`config.mk`:
```
export PLATFORM = sky130hd
export DESIGN_NAME = sorted_marker_relative_lookup
export DESIGN_NICKNAME = d
export VERILOG_FILES = /design/src/rtl/smr_pkg.sv /design/src/rtl/sorted_marker_relative_lookup.sv /design/src/rtl/smr_cell.sv
export SDC_FILE = /design/constraint.sdc
export NUM_CORES = 2
export LEC_CHECK = 0
export ABC_AREA = 1
export BUFFER_PORTS_ARGS = -buffer_cell sky130_fd_sc_hd__buf_2
export CAP_MARGIN = 40
export CORE_MARGIN = 5
export CORE_UTILIZATION = 55
export DETAILED_ROUTE_END_ITERATION = 7
export PLACE_DENSITY_LB_ADDON = 0.05
export SYNTH_ARGS = -nofsm -noshare
export SYNTH_HDL_FRONTEND = slang
export SYNTH_HIERARCHICAL = 1
export SYNTH_SLANG_ARGS = --single-unit
export TNS_END_PERCENT = 20
```
`constraint.sdc`:
```
create_clock -name clk_i -period 12.5 [get_ports clk_i]
set_clock_uncertainty 0.15 [all_clocks]
set_input_delay 3.75 -clock clk_i [delete_from_list [all_inputs] [get_ports clk_i]]
set_output_delay 3.75 -clock clk_i [all_outputs]
set_load 0.01 [all_outputs]
```
`src/rtl/smr_pkg.sv`:
```
// Shared types and constants for the sorted marker relative lookup block.
// Holds the operation codes and the control bundle broadcast to every cell.
// No dependencies.
package smr_pkg;

  localparam int unsigned FRAME_W         = 16;
  localparam int unsigned OFFSET_W        = 8;
  localparam int unsigned MAX_MARKERS_DEF = 64;

  typedef enum logic [1:0] {
    OP_CLEAR  = 2'd0,
    OP_INSERT = 2'd1,
    OP_QUERY  = 2'd2,
    OP_NOP    = 2'd3
  } op_e;

  // Broadcast to the whole row of cells in the same cycle.
  typedef struct packed {
    logic               ins_en;  // shift-insert key at its sorted place
    logic               cmp_en;  // capture the compare flag
    logic               cmp_lt;  // 1: flag = value < key, 0: flag = value <= key
    logic [FRAME_W-1:0] key;
  } cell_ctrl_t;

endpackage

```
`src/rtl/sorted_marker_relative_lookup.sv`:
```
// Top level of the sorted marker relative lookup block.
// Builds a row of smr_cell instances and the query sequencer around it.
// Depends on smr_pkg and smr_cell.
//
// Usage:
//   Input channel (in_valid_i / in_stall_o) carries one beat per operation:
//   op_i selects clear, insert, query or no operation. Output channel
//   (out_valid_o / out_stall_i) returns exactly one beat per input beat with
//   frame_o (query result, else 0) and status_o (1 when an insert was dropped
//   because the table was full).
//   The table lives in a row of cells, kept ascending. An insert is done in
//   the accept cycle: every cell holding a larger value takes its left
//   neighbor's value, and the first such cell (or the cell at the fill count)
//   takes the new value. Clear just zeroes the fill count.
//   A query walks compare (current frame), encode, anchor read, compare
//   (anchor), target select and read in the sequencer, the two compares
//   running in parallel across the row and thermometer encodes giving the
//   marker counts. Clear, insert and no-op finish in the accept cycle.
//   Every beat then passes through the result slot, and no new beat is
//   accepted until that slot has drained into the output register.
//   The output register lets the next beat be accepted while a result is
//   still waiting to be taken.
//   Reset empties the table (fill count zero) and drops any pending result.
//   While the receiver stalls, the output beat holds; a further finished
//   result waits in the sequencer, which then stalls the input.
module sorted_marker_relative_lookup import smr_pkg::*; #(
  parameter int unsigned MAX_MARKERS = MAX_MARKERS_DEF
) (
  input  logic                       clk_i,
  input  logic                       rst_ni,
  input  logic                       in_valid_i,
  output logic                       in_stall_o,
  input  logic [1:0]                 op_i,
  input  logic [FRAME_W-1:0]         marker_value_i,
  input  logic [FRAME_W-1:0]         current_frame_i,
  input  logic signed [OFFSET_W-1:0] marker_offset_i,
  output logic                       out_valid_o,
  input  logic                       out_stall_i,
  output logic [FRAME_W-1:0]         frame_o,
  output logic                       status_o
);

  localparam int unsigned N  = MAX_MARKERS;
  localparam int unsigned CW = $clog2(N + 1);              // fill count width
  localparam int unsigned IW = (N > 1) ? $clog2(N) : 1;    // cell index width
  localparam int unsigned SW = ((CW > OFFSET_W) ? CW : OFFSET_W) + 1;

  typedef enum logic [6:0] {
    S_IDLE = 7'b0000001,
    S_CMP  = 7'b0000010,  // flag = value <= current frame
    S_ENC  = 7'b0000100,  // count markers at or below current frame
    S_ANC  = 7'b0001000,  // read the anchor marker
    S_CMP2 = 7'b0010000,  // flag = value < anchor
    S_SEL  = 7'b0100000,  // count markers below anchor, pick target
    S_RD   = 7'b1000000   // read target marker
  } state_e;

  // The result slot is modeled as a pending flag so S_IDLE stays the only
  // accepting state.
  state_e state_q, state_d;
  logic   pend_q, pend_d;

  logic [CW-1:0]               cnt_q, cnt_d;
  logic [FRAME_W-1:0]          cur_q, cur_d;
  logic signed [OFFSET_W-1:0]  off_q, off_d;
  logic [CW-1:0]               above_q, above_d;
  logic [FRAME_W-1:0]          anchor_q, anchor_d;
  logic [IW-1:0]               tgt_q, tgt_d;
  logic                        tgt_ok_q, tgt_ok_d;
  logic                        use_anc_q, use_anc_d;
  logic [FRAME_W-1:0]          res_frame_q, res_frame_d;
  logic                        res_status_q, res_status_d;

  logic                        out_valid_q, out_valid_d;
  logic [FRAME_W-1:0]          frame_q, frame_d;
  logic                        status_q, status_d;

  cell_ctrl_t                  ctrl;
  logic [FRAME_W-1:0]          cell_val [N];
  logic [FRAME_W-1:0]          cell_rd  [N];
  logic [N-1:0]                cell_gt;
  logic [N-1:0]                cell_flag;
  logic [N-1:0]                cell_sel;
  logic [FRAME_W-1:0]          rd_or;
  logic [CW-1:0]               flag_cnt;

  logic                        accept;
  logic                        slot_free;
  op_e                         op;

  assign op        = op_e'(op_i);
  assign accept    = in_valid_i && !in_stall_o;
  assign in_stall_o = (state_q != S_IDLE) || pend_q;
  assign slot_free = !out_valid_q || !out_stall_i;

  // Cell row: each cell sees its left neighbor's value and greater flag.
  for (genvar i = 0; i < N; i++) begin : g_cell
    logic [FRAME_W-1:0] left_val;
    logic               left_gt;
    if (i == 0) begin : g_first
      assign left_val = '0;
      assign left_gt  = 1'b0;
    end else begin : g_rest
      assign left_val = cell_val[i-1];
      assign left_gt  = cell_gt[i-1];
    end

    always_comb begin
      cell_sel[i] = 1'b0;
      if (state_q == S_ANC) begin
        cell_sel[i] = (CW'(i + 1) == above_q);
      end else if (state_q == S_RD) begin
        cell_sel[i] = (IW'(i) == tgt_q);
      end
    end

    smr_cell u_cell (
      .clk_i      (clk_i),
      .ctrl_i     (ctrl),
      .occ_i      (CW'(i) < cnt_q),
      .at_end_i   (CW'(i) == cnt_q),
      .left_val_i (left_val),
      .left_gt_i  (left_gt),
      .sel_i      (cell_sel[i]),
      .val_o      (cell_val[i]),
      .gt_o       (cell_gt[i]),
      .flag_o     (cell_flag[i]),
      .rd_o       (cell_rd[i])
    );
  end

  // OR the one-hot read lanes together.
  always_comb begin
    rd_or = '0;
    for (int i = 0; i < N; i++) begin
      rd_or = rd_or | cell_rd[i];
    end
  end

  // Flags form a thermometer (sorted row); find the single boundary.
  always_comb begin
    logic lo, hi;
    flag_cnt = '0;
    for (int j = 0; j <= N; j++) begin
      lo = (j == 0) ? 1'b1 : cell_flag[j-1];
      hi = (j == N) ? 1'b1 : !cell_flag[j];
      if (lo && hi) begin
        flag_cnt = flag_cnt | CW'(j);
      end
    end
  end

  // Broadcast control to the row.
  always_comb begin
    ctrl = '0;
    if (state_q == S_IDLE) begin
      ctrl.key    = marker_value_i;
      ctrl.ins_en = accept && (op == OP_INSERT) && (cnt_q != CW'(N));
    end else if (state_q == S_CMP) begin
      ctrl.key    = cur_q;
      ctrl.cmp_en = 1'b1;
    end else if (state_q == S_CMP2) begin
      ctrl.key    = anchor_q;
      ctrl.cmp_en = 1'b1;
      ctrl.cmp_lt = 1'b1;
    end
  end

  // Sequencer.
  always_comb begin
    logic [SW-1:0]       pos_idx;
    logic [SW-1:0]       neg_idx;
    logic [OFFSET_W-1:0] mag;
    state_d      = state_q;
    pend_d       = pend_q;
    cnt_d        = cnt_q;
    cur_d        = cur_q;
    off_d        = off_q;
    above_d      = above_q;
    anchor_d     = anchor_q;
    tgt_d        = tgt_q;
    tgt_ok_d     = tgt_ok_q;
    use_anc_d    = use_anc_q;
    res_frame_d  = res_frame_q;
    res_status_d = res_status_q;
    pos_idx      = SW'(above_q) + SW'(off_q[OFFSET_W-2:0]) - SW'(1);
    mag          = OFFSET_W'(-off_q);
    neg_idx      = SW'(flag_cnt) - SW'(mag);

    unique case (state_q)
      S_IDLE: begin
        if (accept) begin
          cur_d        = current_frame_i;
          off_d        = marker_offset_i;
          res_frame_d  = '0;
          res_status_d = 1'b0;
          pend_d       = 1'b1;
          case (op)
            OP_CLEAR: cnt_d = '0;
            OP_INSERT: begin
              if (cnt_q == CW'(N)) begin
                res_status_d = 1'b1;
              end else begin
                cnt_d = cnt_q + CW'(1);
              end
            end
            OP_QUERY: begin
              pend_d  = 1'b0;
              state_d = S_CMP;
            end
            default: ;
          endcase
        end
      end
      S_CMP: state_d = S_ENC;
      S_ENC: begin
        above_d = flag_cnt;
        state_d = S_ANC;
      end
      S_ANC: begin
        anchor_d = rd_or;
        state_d  = S_CMP2;
      end
      S_CMP2: state_d = S_SEL;
      S_SEL: begin
        use_anc_d = 1'b0;
        tgt_ok_d  = 1'b0;
        tgt_d     = pos_idx[IW-1:0];
        if (off_q > 0) begin
          tgt_ok_d = pos_idx < SW'(cnt_q);
        end else if (off_q == 0) begin
          use_anc_d = above_q != '0;
        end else begin
          tgt_d    = neg_idx[IW-1:0];
          tgt_ok_d = (above_q != '0) && (anchor_q != '0) && (SW'(mag) <= SW'(flag_cnt));
        end
        state_d = S_RD;
      end
      S_RD: begin
        res_frame_d  = use_anc_q ? anchor_q : (tgt_ok_q ? rd_or : '0);
        res_status_d = 1'b0;
        pend_d       = 1'b1;
        state_d      = S_IDLE;
      end
      default: state_d = S_IDLE;
    endcase

    // Drain the pending result into the output slot.
    if (pend_q && slot_free) begin
      pend_d = 1'b0;
    end
  end

  // Output register: hold while stalled, load when the slot frees up.
  always_comb begin
    out_valid_d = out_valid_q;
    frame_d     = frame_q;
    status_d    = status_q;
    if (out_valid_q && !out_stall_i) begin
      out_valid_d = 1'b0;
    end
    if (pend_q && slot_free) begin
      out_valid_d = 1'b1;
      frame_d     = res_frame_q;
      status_d    = res_status_q;
    end
  end

  always_ff @(posedge clk_i or negedge rst_ni) begin
    if (!rst_ni) begin
      state_q     <= S_IDLE;
      pend_q      <= 1'b0;
      cnt_q       <= '0;
      out_valid_q <= 1'b0;
    end else begin
      state_q     <= state_d;
      pend_q      <= pend_d;
      cnt_q       <= cnt_d;
      out_valid_q <= out_valid_d;
    end
  end

  always_ff @(posedge clk_i) begin
    cur_q        <= cur_d;
    off_q        <= off_d;
    above_q      <= above_d;
    anchor_q     <= anchor_d;
    tgt_q        <= tgt_d;
    tgt_ok_q     <= tgt_ok_d;
    use_anc_q    <= use_anc_d;
    res_frame_q  <= res_frame_d;
    res_status_q <= res_status_d;
    frame_q      <= frame_d;
    status_q     <= status_d;
  end

  assign out_valid_o = out_valid_q;
  assign frame_o     = frame_q;
  assign status_o    = status_q;

endmodule

```
`src/rtl/smr_cell.sv`:
```
// One storage cell of the sorted marker row.
// Holds one marker value, hands it to the right neighbor on insert, and
// keeps a compare flag for queries. Depends on smr_pkg.
module smr_cell import smr_pkg::*; (
  input  logic               clk_i,
  input  cell_ctrl_t         ctrl_i,
  input  logic               occ_i,       // cell index is below the fill count
  input  logic               at_end_i,    // cell index equals the fill count
  input  logic [FRAME_W-1:0] left_val_i,
  input  logic               left_gt_i,
  input  logic               sel_i,
  output logic [FRAME_W-1:0] val_o,
  output logic               gt_o,
  output logic               flag_o,
  output logic [FRAME_W-1:0] rd_o
);

  logic [FRAME_W-1:0] val_q, val_d;
  logic               flag_q, flag_d;
  logic               take;

  assign gt_o = occ_i && (val_q > ctrl_i.key);
  assign take = ctrl_i.ins_en && (gt_o || at_end_i);

  always_comb begin
    val_d = val_q;
    if (take) begin
      val_d = left_gt_i ? left_val_i : ctrl_i.key;
    end
  end

  always_comb begin
    flag_d = flag_q;
    if (ctrl_i.cmp_en) begin
      flag_d = occ_i && (ctrl_i.cmp_lt ? (val_q < ctrl_i.key) : (val_q <= ctrl_i.key));
    end
  end

  // Payload only: no reset needed.
  always_ff @(posedge clk_i) begin
    val_q  <= val_d;
    flag_q <= flag_d;
  end

  assign val_o  = val_q;
  assign flag_o = flag_q;
  assign rd_o   = sel_i ? val_q : '0;

endmodule

```
==> results.ini <==
[global_routing]
grt_first_pass_wirelength_mm = 492
grt_pass1_vias = 80200
antenna_found_initial = 10
grt_overflow_total = 0
grt_usage_pct = 36.5
grt_max_degree = 65

[clocking]
post_cts_buffers = 0
clkLatencyLatePin_ns = 0.82
path_clk_slew_ns = 0.06
cts_tree = built
clkSinkCount = 1193
cts_made_buffers = 149
cts-resized-gates = 0
cts_hold_buf = 0
root_buffer = clkbuf_16
clockBufferDepth = 3
h-tree-depth = 4

[setup_path]
startpoint = marker_value_i[5]
reg2reg_depth = 17
r2r_end = g_cell[54].u_cell/val_o[0]
required_ns = 12.91
arrival_ns = 7.79
setup.worst_path.start_class = input pin
path_class = input pin to flip-flop
cp-endpoint = g_cell[63].u_cell/val_o[0]
reg2reg_slack_ns = 6.89
worstSetupEndpointType = flip-flop
r2r_start = state_q[0]
worstPathMaxFanout = 36

[outcome]
violations = DRC
run_status = finished with violations

[routing]
ant_nets = 0
drt-pass1-iter-count = 8
drc = 2
routed_via_density = 5.45
wl_per_cell_um = 22.1
first_iter_violations = 7663
num_vias = 83000
drt-total-wl_mm = 337

[timing]
fmax_mhz = 136
hold_viol = 0
slew_headroom_pct = 33.2
finalSetupTns_ns = 0
layout_min_cycle_time_ns = 7.38
drv_slew = 0
finalSetupViolCount = 0
rsz0062_at_grt = false
fin_crit_sh_pct = 59.0
tightestPinTransition_ns = 1.00

[synthesis]
yosys_warnings = 6
synth_cells = 12800
avgSynthCellArea_sq_um = 7.39
synth_area_sq_mm = 0.0944

[flow_run]
cap_viol_max_count = 0

[power_and_ir_drop]
leakage_nw = 51.8
power.density_mw_per_mm2 = 138
combinationalPowerShare_pct = 36.4
worst_ir_drop_vdd_mv = 0.157
power_switching_mw = 5.39
p_int_mw = 9.00
clockPowerShare_pct = 29.8
p_sw_share_pct = 37.5
sequentialPowerShare_pct = 33.9

[layout]
final_nets = 14000
drive_above_1_share_pct = 15.7
area_delta_synth_final_pct = 10.1
fin_util_pct = 60.7

[floorplan]
die_w_um = 424
io_pins = 65
die_h_um = 424
num_rows = 152
initial_utilization_pct = 55.2
coreArea_sq_mm = 0.171
dieArea_sq_mm = 0.180

[placed_design]
gp_congestion = 1.04
hpwl_mm = 252
io_buffer_count = 64

[hold_path]
hold_class = flip-flop to flip-flop

routing by layer:
layer  part of all wire [%]  track usage, %  routed length [um]
met1                     39            43.8              130000
met2                     46            60.8              155000
met3                    7.4            5.72               24900
met5                 0.0042               0                  14
met4                    8.0            24.1               26800
stage by stage:
stage                     instance area, sq um  instances  total power [mW]  hold WS [ns]  setup WS, ns
after floorplan                          94500      12800              8.66         0.250          2.82
after CTS                               104000      15200              14.3         0.266          5.31
final                                   104000      15200              14.4         0.265          5.12
after global routing                    104000      15200              15.2         0.276          5.06
after global placement                   97100      14800              9.80         0.253          4.42
after detailed placement                 99200      15000              10.1         0.255          4.44
layout make-up:
cell class | instances | area (sq um)
tap | 2233 | 2790
inverter | 2946 | 11100
antenna | 7 | 17.5
multi-input combinational | 8306 | 46400
clock inverter | 73 | 638
clock buffer | 188 | 4000
sequential | 1193 | 35700
fill | 15700 | 67300
timing repair buffer | 296 | 3290
layout by cell type (no fill, tap or decap), types with 120 or more instances in the layout:
master / count
inv_1: 2037
a21oi_1: 492
ha_1: 1060
nand2_1: 3591
edfxtp_1: 1177
clkbuf_16: 153
o21ai_1: 1006
nor2_1: 1070
nand2_2: 326
inv_2: 905
o21ai_0: 120
state kept, by name, summed over array words and instances (netlist names), 7 cells and up:
signal / flops
above_q: 7
frame_o: 16
state_q: 7
g_cell.u_cell/flag_o: 64
g_cell.u_cell/val_o: 1024
res_frame_q: 16
anchor_q: 16
cur_q: 16
cnt_q: 7
off_q: 8
how the worst min path moves through the flow:
stage / startpoint / to / cells past startpoint
global route: res_frame_q[3] / frame_o[3] / 0
finish: res_frame_q[12] / frame_o[12] / 0
global placement: res_frame_q[1] / frame_o[1] / 0
CTS: res_frame_q[10] / frame_o[10] / 0
detailed placement: res_frame_q[10] / frame_o[10] / 0
floorplan: res_frame_q[0] / frame_o[0] / 0
critical path: stages:
cell and delay [ns]:
buf_2 0.07, nand2_1 0.04, o211ai_1 0.17, buf_4 0.66, buf_4 0.78, inv_1 0.20
ha_1 0.36, nand2_1 0.07, nor2_2 0.10, nand2_1 0.08, nand2_2 0.06, nand2_1 0.06
nand2_2 0.07, nand2_2 0.07, inv_1 0.65, mux2_1 0.39
power by group through the flow:
stage	sequential, mW	clock [mW]	combinational, mW
after floorplan	4.93	0	3.72
after global placement	4.95	0	4.84
after detailed placement	4.95	0	5.10
after CTS	4.87	4.34	5.14
after global routing	4.88	4.51	5.79
final	4.87	4.28	5.23
Power figures use the tool's default switching activity.
